$ cat src/rtl/request_frame_deframer_assert.svh
// ---------------------------------------------------------------------------
// request_frame_deframer assertion macros
// Concurrent assertion wrappers on clk_i / rst_ni.
// ---------------------------------------------------------------------------
`ifndef REQUEST_FRAME_DEFRAMER_ASSERT_SVH
`define REQUEST_FRAME_DEFRAMER_ASSERT_SVH
`ifndef ASSERT_OFF
`define RFD_ASSERT(lbl, prop, msg) \
  lbl: assert property (@(posedge clk_i) disable iff (!rst_ni) prop) else $error(msg);
`define RFD_ASSERT_ALWAYS(lbl, prop, msg) \
  lbl: assert property (@(posedge clk_i) prop) else $error(msg);
`else
`define RFD_ASSERT(lbl, prop, msg)
`define RFD_ASSERT_ALWAYS(lbl, prop, msg)
`endif
`endif

$ cat src/rtl/rfd_pkg.sv
// ---------------------------------------------------------------------------
// rfd_pkg
// Shared types and constants of the request frame deframer.
// ---------------------------------------------------------------------------
`default_nettype none
package rfd_pkg;
  localparam logic [31:0] TagV2          = 32'hFFFF_FFFE;
  localparam logic [31:0] TagBatch       = 32'hFFFF_FFFF;
  localparam logic [31:0] DefaultTimeout = 32'd30000;
  localparam logic [31:0] MaxBatch       = 32'd4096;
  localparam logic [31:0] RstMaxId       = 32'd16777216;
  localparam logic [31:0] RstMaxSql      = 32'd67108864;
  localparam logic [12:0] RstMaxItems    = 13'd4096;

  localparam logic [1:0] CfgMaxId    = 2'd0;
  localparam logic [1:0] CfgMaxSql   = 2'd1;
  localparam logic [1:0] CfgMaxItems = 2'd2;

  localparam logic [2:0] KindHeader = 3'd0;
  localparam logic [2:0] KindStart  = 3'd1;
  localparam logic [2:0] KindPay    = 3'd2;
  localparam logic [2:0] KindEnd    = 3'd3;
  localparam logic [2:0] KindFend   = 3'd4;
  localparam logic [2:0] KindError  = 3'd5;

  localparam logic [1:0] FmtLegacy = 2'd0;
  localparam logic [1:0] FmtV2     = 2'd1;
  localparam logic [1:0] FmtBatch  = 2'd2;

  localparam int unsigned InTdataW  = 8;
  localparam int unsigned OutTdataW = 136;
  localparam int unsigned OutTuserW = 4;

  // result mask bits, listed MSB first; results are emitted from the LSB (hdr) upward
  typedef struct packed {
    logic err;
    logic fend;
    logic iend;
    logic pay;
    logic start;
    logic hdr;
  } mask_t;

  typedef struct packed {
    logic [1:0]  fmt;
    logic        wait_flag;
    logic [31:0] timeout;
    logic [12:0] count;
    logic [11:0] index;
    logic [31:0] id_len;
    logic [31:0] sql_len;
    logic        fsel;
    logic [7:0]  data;
    logic        err_code;
    mask_t       mask;
  } rec_t;
endpackage
`default_nettype wire

$ cat src/rtl/rfd_front.sv
// ---------------------------------------------------------------------------
// rfd_front
// Byte parser: tracks the frame phase and turns each byte into at most one record.
// ---------------------------------------------------------------------------
`default_nettype none
module rfd_front (
  input  wire logic          clk_i,
  input  wire logic          rst_ni,
  input  wire logic          in_fire_i,
  input  wire logic          cmd_i,
  input  wire logic [7:0]    byte_i,
  input  wire logic          cfg_we_i,
  input  wire logic [1:0]    cfg_idx_i,
  input  wire logic [31:0]   cfg_data_i,
  output rfd_pkg::rec_t      rec_o,
  output logic               push_o
);
  import rfd_pkg::*;

  typedef enum logic [2:0] {
    PhTag, PhV2Hdr, PhLegSql, PhCount, PhItemHdr, PhId, PhSql, PhError
  } phase_e;

  phase_e      phase_q, phase_d;
  logic [4:0]  hbc_q, hbc_d;
  logic [31:0] shift_q, shift_d;
  logic [1:0]  fmt_q, fmt_d;
  logic        wait_q, wait_d;
  logic [31:0] tmo_q, tmo_d;
  logic [12:0] total_q, total_d;
  logic [11:0] done_q, done_d;
  logic [31:0] idl_q, idl_d, sql_q, sql_d, left_q, left_d;
  logic [31:0] max_id_q, max_sql_q;
  logic [12:0] max_items_q;

  logic [31:0] sh;
  logic [4:0]  hc;
  logic        do_start, with_hdr, do_finish;
  mask_t       m;
  logic        fsel, ecode;

  always_comb begin
    phase_d = phase_q; hbc_d = hbc_q; shift_d = shift_q; fmt_d = fmt_q;
    wait_d = wait_q; tmo_d = tmo_q; total_d = total_q; done_d = done_q;
    idl_d = idl_q; sql_d = sql_q; left_d = left_q;
    m = '0; fsel = 1'b0; ecode = 1'b0;
    do_start = 1'b0; with_hdr = 1'b0; do_finish = 1'b0;
    sh = {shift_q[23:0], byte_i};
    hc = hbc_q + 5'd1;
    if (cmd_i) begin
      phase_d = PhTag;
      hbc_d = '0;
    end else if (phase_q == PhError) begin
    end else if (phase_q == PhId || phase_q == PhSql) begin
      m.pay = 1'b1;
      fsel = (phase_q == PhSql);
      left_d = left_q - 32'd1;
      if (left_d == '0) begin
        if (!fsel && sql_q != '0) begin
          phase_d = PhSql;
          left_d = sql_q;
        end else begin
          do_finish = 1'b1;
        end
      end
    end else begin
      shift_d = sh;
      hbc_d = hc;
      case (phase_q)
        PhTag: begin
          if (hc[1:0] == 2'd0) begin
            wait_d = 1'b0; tmo_d = DefaultTimeout; total_d = '0; done_d = '0;
            idl_d = '0; sql_d = '0; left_d = '0; hbc_d = '0;
            if (sh == TagV2) begin
              fmt_d = FmtV2; total_d = 13'd1; phase_d = PhV2Hdr;
            end else if (sh == TagBatch) begin
              fmt_d = FmtBatch; phase_d = PhCount;
            end else begin
              fmt_d = FmtLegacy; total_d = 13'd1; idl_d = sh; phase_d = PhLegSql;
            end
          end
        end
        PhLegSql: begin
          if (hc[1:0] == 2'd0) begin
            sql_d = sh; hbc_d = '0; do_start = 1'b1; with_hdr = 1'b1;
          end
        end
        PhV2Hdr: begin
          if (hc == 5'd4) wait_d = sh[0];
          else if (hc == 5'd8) tmo_d = sh;
          else if (hc == 5'd12) idl_d = sh;
          else if (hc >= 5'd16) begin
            sql_d = sh; hbc_d = '0; do_start = 1'b1; with_hdr = 1'b1;
          end
        end
        PhCount: begin
          if (hc[1:0] == 2'd0) begin
            hbc_d = '0;
            if (sh == '0 || sh > {19'd0, max_items_q} || sh > MaxBatch) begin
              m.err = 1'b1; ecode = 1'b1; phase_d = PhError;
            end else begin
              total_d = sh[12:0]; done_d = '0; m.hdr = 1'b1; phase_d = PhItemHdr;
            end
          end
        end
        PhItemHdr: begin
          if (hc == 5'd4) begin
            idl_d = sh; sql_d = '0;
          end else if (hc >= 5'd8) begin
            sql_d = sh; hbc_d = '0; do_start = 1'b1;
          end
        end
        default: begin
          phase_d = PhTag; hbc_d = '0;
        end
      endcase
    end
    if (do_start) begin
      if (idl_d > max_id_q || sql_d > max_sql_q) begin
        m.err = 1'b1; phase_d = PhError;
      end else begin
        m.hdr = with_hdr;
        m.start = 1'b1;
        if (idl_d != '0) begin
          phase_d = PhId; left_d = idl_d;
        end else if (sql_d != '0) begin
          phase_d = PhSql; left_d = sql_d;
        end else begin
          do_finish = 1'b1;
        end
      end
    end
    if (do_finish) begin
      m.iend = 1'b1;
      if ({1'b0, done_q} + 13'd1 >= total_d) begin
        m.fend = 1'b1; phase_d = PhTag;
      end else begin
        done_d = done_q + 12'd1; phase_d = PhItemHdr;
      end
      hbc_d = '0;
    end
  end

  // all results of one byte share the context; index is taken before increment
  always_comb begin
    rec_o.fmt = fmt_d;
    rec_o.wait_flag = wait_d;
    rec_o.timeout = tmo_d;
    rec_o.count = total_d;
    rec_o.index = done_q;
    rec_o.id_len = idl_d;
    rec_o.sql_len = sql_d;
    rec_o.fsel = fsel;
    rec_o.data = m.pay ? byte_i : 8'd0;
    rec_o.err_code = ecode;
    rec_o.mask = m;
  end
  assign push_o = in_fire_i && (m != '0);

  always_ff @(posedge clk_i or negedge rst_ni) begin
    if (!rst_ni) begin
      phase_q <= PhTag; hbc_q <= '0; shift_q <= '0; fmt_q <= FmtLegacy;
      wait_q <= 1'b0; tmo_q <= DefaultTimeout; total_q <= '0; done_q <= '0;
      idl_q <= '0; sql_q <= '0; left_q <= '0;
      max_id_q <= RstMaxId; max_sql_q <= RstMaxSql; max_items_q <= RstMaxItems;
    end else begin
      if (in_fire_i) begin
        phase_q <= phase_d; hbc_q <= hbc_d; shift_q <= shift_d; fmt_q <= fmt_d;
        wait_q <= wait_d; tmo_q <= tmo_d; total_q <= total_d; done_q <= done_d;
        idl_q <= idl_d; sql_q <= sql_d; left_q <= left_d;
      end
      if (cfg_we_i) begin
        case (cfg_idx_i)
          CfgMaxId:    max_id_q <= cfg_data_i;
          CfgMaxSql:   max_sql_q <= cfg_data_i;
          CfgMaxItems: max_items_q <= cfg_data_i[12:0];
          default: ;
        endcase
      end
    end
  end
endmodule
`default_nettype wire

$ cat src/rtl/rfd_queue.sv
// ---------------------------------------------------------------------------
// rfd_queue
// Two-entry record queue between parser and result sequencer.
// ---------------------------------------------------------------------------
`default_nettype none
module rfd_queue (
  input  wire logic      clk_i,
  input  wire logic      rst_ni,
  input  wire logic      push_i,
  input  rfd_pkg::rec_t  rec_i,
  output logic           full_o,
  output logic           valid_o,
  input  wire logic      pop_i,
  output rfd_pkg::rec_t  rec_o
);
  import rfd_pkg::*;

  rec_t       mem_q [2];
  logic       wp_q, rp_q;
  logic [1:0] cnt_q;

  assign full_o  = cnt_q[1];
  assign valid_o = cnt_q != 2'd0;
  assign rec_o   = mem_q[rp_q];

  always_ff @(posedge clk_i) begin
    if (push_i) mem_q[wp_q] <= rec_i;
  end

  always_ff @(posedge clk_i or negedge rst_ni) begin
    if (!rst_ni) begin
      wp_q <= 1'b0; rp_q <= 1'b0; cnt_q <= '0;
    end else begin
      if (push_i) wp_q <= ~wp_q;
      if (pop_i) rp_q <= ~rp_q;
      cnt_q <= cnt_q + {1'b0, push_i} - {1'b0, pop_i};
    end
  end
endmodule
`default_nettype wire

$ cat src/rtl/rfd_back.sv
// ---------------------------------------------------------------------------
// rfd_back
// Result sequencer: expands one record into its result beats in order.
// ---------------------------------------------------------------------------
`default_nettype none
`include "request_frame_deframer_assert.svh"
module rfd_back (
  input  wire logic          clk_i,
  input  wire logic          rst_ni,
  input  wire logic          q_valid_i,
  input  rfd_pkg::rec_t      q_rec_i,
  output logic               q_pop_o,
  output logic               m_axis_tvalid,
  input  wire logic          m_axis_tready,
  output logic [rfd_pkg::OutTdataW-1:0] m_axis_tdata,
  output logic [rfd_pkg::OutTuserW-1:0] m_axis_tuser,
  output logic               m_axis_tlast
);
  import rfd_pkg::*;

  rec_t  cur_q;
  logic  vld_q;
  logic [5:0] mk, low, rest;
  logic [2:0] kind;
  logic  fire;

  assign mk   = cur_q.mask;
  assign low  = mk & (~mk + 6'd1);
  assign rest = mk & ~low;

  always_comb begin
    case (low)
      6'b000001: kind = KindHeader;
      6'b000010: kind = KindStart;
      6'b000100: kind = KindPay;
      6'b001000: kind = KindEnd;
      6'b010000: kind = KindFend;
      default:   kind = KindError;
    endcase
  end

  assign fire    = vld_q && m_axis_tready;
  assign q_pop_o = q_valid_i && (!vld_q || (fire && rest == '0));

  assign m_axis_tvalid = vld_q;
  assign m_axis_tlast  = rest == '0;
  assign m_axis_tuser  = {(kind == KindPay) & cur_q.fsel, kind};
  assign m_axis_tdata  = {3'd0,
                          (kind == KindError) & cur_q.err_code,
                          (kind == KindPay) ? cur_q.data : 8'd0,
                          cur_q.sql_len, cur_q.id_len, cur_q.index, cur_q.count,
                          cur_q.timeout, cur_q.wait_flag, cur_q.fmt};

  always_ff @(posedge clk_i or negedge rst_ni) begin
    if (!rst_ni) begin
      vld_q <= 1'b0;
      cur_q <= '0;
    end else if (q_pop_o) begin
      vld_q <= 1'b1;
      cur_q <= q_rec_i;
    end else if (fire) begin
      cur_q.mask <= rest;
      vld_q <= rest != '0;
    end
  end

  `RFD_ASSERT(a_mask_live, vld_q |-> (mk != '0), "held record has no results left")
  `RFD_ASSERT(a_last_one, (vld_q && m_axis_tlast) |-> $onehot(mk), "tlast with results left")
  `RFD_ASSERT(a_drain, (fire && !m_axis_tlast && !q_pop_o) |=> (vld_q && $countones(mk) == $countones($past(mk)) - 1), "beat not retired")
endmodule
`default_nettype wire

$ cat src/rtl/request_frame_deframer.sv
// ---------------------------------------------------------------------------
// request_frame_deframer
// Parses legacy, v2 and batch request frames from a byte stream.
// ---------------------------------------------------------------------------
// channel  dir  tdata                     tuser
// s_axis   in   [7:0] stream_byte         [0] command (1 = flush)
// m_axis   out  fmt,wait,timeout,count,   [2:0] result_kind, [3] field_select
//               index,id,sql,data,err     tlast = last result of the byte
// cfg      in   cfg_idx_i / cfg_data_i    write on cfg_we_i
// One byte accepted per clock unless the queue is full; n results of a byte take n beats.
// Results of a byte pass the record queue, then the sequencer's holding register.
// Parser and sequencer are split by a 2-entry record queue; s_axis_tready
// drops only when that queue is full. Reset clears all but queue storage, limits to defaults.
// ---------------------------------------------------------------------------
`default_nettype none
module request_frame_deframer (
  input  wire logic        clk_i,
  input  wire logic        rst_ni,
  input  wire logic        s_axis_tvalid,
  output logic             s_axis_tready,
  input  wire logic [rfd_pkg::InTdataW-1:0] s_axis_tdata, // [7:0] stream_byte
  input  wire logic        s_axis_tuser,                  // [0] command
  output logic             m_axis_tvalid,
  input  wire logic        m_axis_tready,
  // [1:0] frame_format, [2] wait_terminal, [34:3] term_timeout, [47:35] frame_items,
  // [59:48] item_index, [91:60] id_length, [123:92] sql_length,
  // [131:124] data_byte, [132] error_code
  output logic [rfd_pkg::OutTdataW-1:0] m_axis_tdata,
  output logic [rfd_pkg::OutTuserW-1:0] m_axis_tuser,   // [2:0] result_kind, [3] field_select
  output logic             m_axis_tlast,
  input  wire logic        cfg_we_i,
  input  wire logic [1:0]  cfg_idx_i,
  input  wire logic [31:0] cfg_data_i
);
  import rfd_pkg::*;

  rec_t push_rec, pop_rec;
  logic push, full, qv, pop;

  assign s_axis_tready = !full;

  rfd_front u_front (
    .clk_i, .rst_ni,
    .in_fire_i (s_axis_tvalid && s_axis_tready),
    .cmd_i     (s_axis_tuser),
    .byte_i    (s_axis_tdata),
    .cfg_we_i, .cfg_idx_i, .cfg_data_i,
    .rec_o     (push_rec),
    .push_o    (push)
  );

  rfd_queue u_queue (
    .clk_i, .rst_ni,
    .push_i (push), .rec_i (push_rec), .full_o (full),
    .valid_o (qv), .pop_i (pop), .rec_o (pop_rec)
  );

  rfd_back u_back (
    .clk_i, .rst_ni,
    .q_valid_i (qv), .q_rec_i (pop_rec), .q_pop_o (pop),
    .m_axis_tvalid, .m_axis_tready, .m_axis_tdata, .m_axis_tuser, .m_axis_tlast
  );
endmodule
`default_nettype wire
$ cat config.mk
export PLATFORM = sky130hd
export DESIGN_NAME = request_frame_deframer
export DESIGN_NICKNAME = d
export VERILOG_FILES = /design/src/rtl/rfd_pkg.sv /design/src/rtl/rfd_front.sv /design/src/rtl/rfd_queue.sv /design/src/rtl/rfd_back.sv /design/src/rtl/request_frame_deframer.sv
export VERILOG_INCLUDE_DIRS = /design/src /design/src/rtl
export SDC_FILE = /design/constraint.sdc
export NUM_CORES = 1
export LEC_CHECK = 0
export BUFFER_PORTS_ARGS = -buffer_cell sky130_fd_sc_hd__buf_4
export CAP_MARGIN = 20
export CORE_MARGIN = 5
export CORE_UTILIZATION = 44
export DETAILED_ROUTE_END_ITERATION = 16
export GPL_ROUTABILITY_DRIVEN = 0
export PLACE_DENSITY = 0.66
export SYNTH_ARGS = -nofsm -noshare
export SYNTH_HDL_FRONTEND = slang
export SYNTH_HIERARCHICAL = 1
export SYNTH_SLANG_ARGS = --single-unit
$ cat constraint.sdc
create_clock -name clk_i -period 12.5 [get_ports clk_i]
set_input_delay 2.5 -clock clk_i [delete_from_list [all_inputs] [get_ports clk_i]]
set_output_delay 2.5 -clock clk_i [all_outputs]
set_load 0.005 [all_outputs]
# Word-level counts from Yosys, hierarchy flattened
# Memory sizes are Yosys's and may differ from the RTL's.
# Cells that the tools add are included.
# totals
register_bits	410
ramBits	280
in_bits	48
elab_cells	275
mem_count	1
# mem_list
memory	words	word_bits	rd	rd_clocked_by_memory_dff	write_ports	line_no	text
u_queue.mem_q	2	140	1	0	1	rfd_queue.sv:18	rec_t mem_q [2];
# op_classes
n_addsub	7
order_cmp	7
eq_ne	23
mux	158
n_bitwise	11
reduce_logical	34
# op_table
op	count
$mux 32	38
$pmux 32 s4	1
$mux 12	8
$pmux 32 s3	1
$reduce_bool 32->1	3
$mux 13	7
$eq 32x32->1 const B	2
$gt 32x32->1	2
$logic_not 32->1	2
$pmux 32 s2	1
$mux 5	11
$mux 1	54
$mux 3	14
$gt 32x13->1	1
$gt 32x13->1 const B	1
$sub 32x1->32 const B	1
$pmux 13 s2	1
$pmux 12 s2	1
$mux 2	11
$mux 8	2
$eq 3x3->1 const B	5
$pmux 3 s5	1
$pmux 5 s3	1
$add 12x1->13 const B	1
40 further kinds	70

# Depth between registers and ports, before layout
# depth
depth_word	20
depth_mapped	26
mapped_depth_nobuf	23

# Cells and area by module
# The synthesis kept the hierarchy.
# by_module_without_submodules
module	n_inst	cells_per_inst	area_per_inst_um2	seq_area_each_um2
rfd_front	1	1949	17259.1	6643.9
rfd_queue	1	450	10667.7	8508.2
rfd_back	1	474	6986.7	3528.4
request_frame_deframer	1	2	10.0	0.0

# Least setup slack after synthesis
# Ideal clock, no wire load.
# synth_path
path_kind	input to register
startpoint	in s_axis_tvalid
endpoint	mem u_queue/mem_q[0][0] (netlist name), enable pin
arrival_time_ps	10132
path_slack_ps	1710
stages	8
path_cell_list	nor2b_1 clkbuf_1 inv_1 clkbuf_1 clkbuf_1 buf_1 a31oi_1 nor2b_1
# synth_between
elab_chain_len	4
# synth_lines
element	line_no	text
start, declared	request_frame_deframer.sv:19	input wire logic s_axis_tvalid,
$logic_and 1x1->1	request_frame_deframer.sv:44	.in_fire_i (s_axis_tvalid && s_axis_tready),
$logic_and 1x1->1	rfd_front.sv:158	assign push_o = in_fire_i && (m != '0);
via push	request_frame_deframer.sv:38	logic push, full, qv, pop;
$mux 1	rfd_queue.sv:27	if (push_i) mem_q[wp_q] <= rec_i;
$mux 1 (implied by the code)	rfd_queue.sv:27	
end, declared	rfd_queue.sv:18	
# The timed path passes the listed nets, and every way through them passes these cells.

==> impl_metrics.ini <==
[clocking]
h-tree-depth = 3
tritoncts = built
root_buffer = clkbuf_16
cts.sinks = 690
cts_buffer_depth = 3
post-cts-setup-buffers = 0
clkTransAtPathRegs_ns = 0.06
post_cts_resized = 0
cts_hold_buf = 0
cts-buffers-inserted = 72
insertion_delay_ns = 0.65

[setup_path]
critical_path_class = in2reg
critPathMaxFanout = 33
startpoint = s_axis_tdata[3]
start_kind = input port
cpMaxStageDelayCell = or4_1
r2r_end = u_front/done_q[3]
crit_cells = 20
cpLargestDelayFamily = simple AND/OR/NAND/NOR gates
critPathRequiredTime_ns = 13.03
r2r_start = u_front/hbc_q[0]
ff2ff_setup_slack_ns = 5.45
path_cells = buf_4, nand4_1, nor4_1, nand2_1, nand2_1, nand2_1, buf_4, a22oi_1, inv_1, ha_1, nand4_1, or4_1, o22ai_1, and3_1, nand2_1, clkinv_1, nand2_1, o31a_1, or2_1, mux2_4
worstSetupEndpoint = u_front/done_q[3]
max_stage_delay_ns = 0.56
reg2reg_depth = 20
crit_buf_inv = 4
crit_top_cell = nand2_1
cp-end-kind = register
crit_arrival_ns = 8.06

[global_routing]
grt_util_met3_pct = 4.76
grt_max_degree = 149
grt_overflow = 0
grt_pass1_vias = 23427
busiest_layer = met2
grt_usage_pct = 21.8
grtUsageMet2_pct = 33.5
antenna_found_initial = 2
met1_usage_pct = 30.5
grt_pass1_wl_mm = 146

[synthesis]
syn-cell-area_mm2 = 0.0349
netlist_instances = 2875
syn_area_per_cell_um2 = 12.1
yosysTopAreaCell = dfrtp_1
ys.flop_type = dfrtp_1
synth_area_leaders = dfrtp_1, edfxtp_1, mux2_4, mux2_2, ha_1
synth_cell_types = 95
yosysMostFrequentCell = dfrtp_1
synth_edf_count = 280
synth-seq-area-share_pct = 53.5
yosysWarnings = 6
synth_common_cells = dfrtp_1, edfxtp_1, nor2_1
netlist.area_leader.share_pct = 28.7
ys_ff_latch = 690
ys_async_sr_fraction_pct = 59.4

[routing]
drc = 0
final_antenna_net_count = 0
wl_per_cell_um = 24.0
drtIter0Drc = 2629
vias = 23571
routed_via_density = 5.90
firstDrtPassIters = 8
drt_wl_total_mm = 95.9

[hold_path]
holdCritPathClass = reg2reg

[sta]
tightestPinTransition_ns = 1.15
period_share_pct = 60.2
setup_viol_count_final = 0
finalHoldViolations = 0
fin_crit_ns = 7.53
setup_ws_ns = 4.97
slew_headroom_pct = 23.1
grt_setup_unrepaired = false
max_freq_ghz = 0.133
drv_slew = 0
clock_skew_ns = 0.0255
final.setup.tns_ns = 0

[placement]
dp_cells = 3858
pre_cts_ws_ns = 4.62
hpwl_mm = 66.8
port_buffers = 187

[outcome]
outcome = finished clean

[floorplanning]
initial_utilization_pct = 44.3
die_area_mm2 = 0.0851
fp.dieW_um = 292
ios = 191
core_mm2 = 0.0789
fp-row-count = 103
fp.dieH_um = 292

[power_and_ir_drop]
power_mw = 8.98
p_leak_nw = 15.7
peakVddDrop_uv = 160
power_density_mw_per_mm2 = 233

[job]
maxCapViolCount = 0

[final_layout]
syn_to_final_growth_pct = 10.2
layout-drive-gt1-share_pct = 25.8
layout.nets = 3031
fin_cells = 3996
[flip-flops by register name, summed over array words and instances, names as in the netlist]
name	cells
u_front/sql_q	32
u_back/m_axis_tvalid	1
u_front/hbc_q	5
u_queue/wp_q	1
u_front/phase_q	3
u_back/cur_q	16
u_front/total_q	13
u_front/max_items_q	13
u_front/idl_q	32
u_front/tmo_q	32
u_front/fmt_q	2
u_back/m_axis_tdata	124
u_front/max_sql_q	32
u_front/done_q	12
u_front/wait_q	1
u_front/max_id_q	32
u_queue/mem_q	280
u_front/left_q	32
u_front/shift_q	24
u_queue/rp_q	1
u_queue/cnt_q	2
[per-stage QoR]
step	cell area, µm²	hold WS, ns	util, %
after CTS	38400	0.492	48.7
after global routing	38500	0.504	48.8
after global placement	36100	0.476	45.7
final	38500	0.490	48.8
after detailed placement	36100	0.479	45.7
after floorplan	34900	0.455	-
[cell type report]
cell class / count / area [µm²]
diodes: 1 / 2.50
clock buffers: 95 / 1920
clock inverters: 38 / 409
fillers: 6920 / 40400
inverters: 122 / 465
multi-input cells: 1774 / 13900
flip-flops and latches: 690 / 18700
well taps: 1050 / 1310
repair buffers: 226 / 1760
[cells in the final DEF, fill, tap and decap left out, drive strengths merged, types with 13 or more instances in the layout]
cell	n
dfrtp	400
mux2	383
edfxtp	280
nor2	260
buf	225
nand2	143
inv	126
o21ai	113
a21oi	104
ha	97
clkbuf	96
a22o	94
nand3	47
nor3	47
nand4	41
nor4	40
a22oi	26
clkinv	26
and3	25
a211oi	24
and2	20
nor2b	20
o21a	17
nand2b	17
a21o	17
a221o	16
a31oi	14
or3	13
xnor2	13
[cell families (layout without fill, tap and decap cells)]
| group | after synthesis | count (layout) | synth area share, % |
|---|---|---|---|
| and+or+nand+nor | 725 | 725 | 10.0 |
| DFF | 690 | 690 | 53.5 |
| AOI/OAI and AO/OA | 533 | 533 | 10.8 |
| buffers and inverters | 413 | 481 | 6.82 |
| muxes | 393 | 393 | 14.7 |
| adders and majority gates | 98 | 98 | 3.50 |
| xor gates and xnor gates | 22 | 22 | 0.648 |
| other | 1 | 4 | 0.0107 |
[worst register-to-register path, delay by kind of cell (launching register included)]
kind / cells / cell delay (ns)
simple gates: 8 / 2.10
buf+inv: 3 / 0.78
fa+ha+maj: 2 / 0.90
compound gates: 5 / 2.05
mux: 1 / 0.35
xor+xnor: 1 / 0.30
flops: 1 / 0.46
[routing by layer]
metal  wire, µm  vias to the layer above
li1           -                    10414
met1      40900                    11745
met2      42900                     1188
met3       8470                      224
met4       3730                        0
met5          0                        -
[worst min path at each step]
stage	start	endpoint	cells after the start
final	u_back/m_axis_tdata[57]	u_back/m_axis_tdata[57]	1
after detailed placement	u_back/m_axis_tdata[41]	u_back/m_axis_tdata[41]	1
after global routing	u_back/m_axis_tdata[43]	u_back/m_axis_tdata[43]	1
after global placement	u_back/m_axis_tdata[42]	u_back/m_axis_tdata[42]	1
after floorplan	u_queue/wp_q	u_queue/wp_q	1
after CTS	u_back/m_axis_tdata[41]	u_back/m_axis_tdata[41]	1
[power breakdown]
group	switching, mW	internal, mW
Combinational	1.71	1.61
Sequential	0.587	2.96
Clock	0.927	1.19
Power figures use the tool's default switching activity.
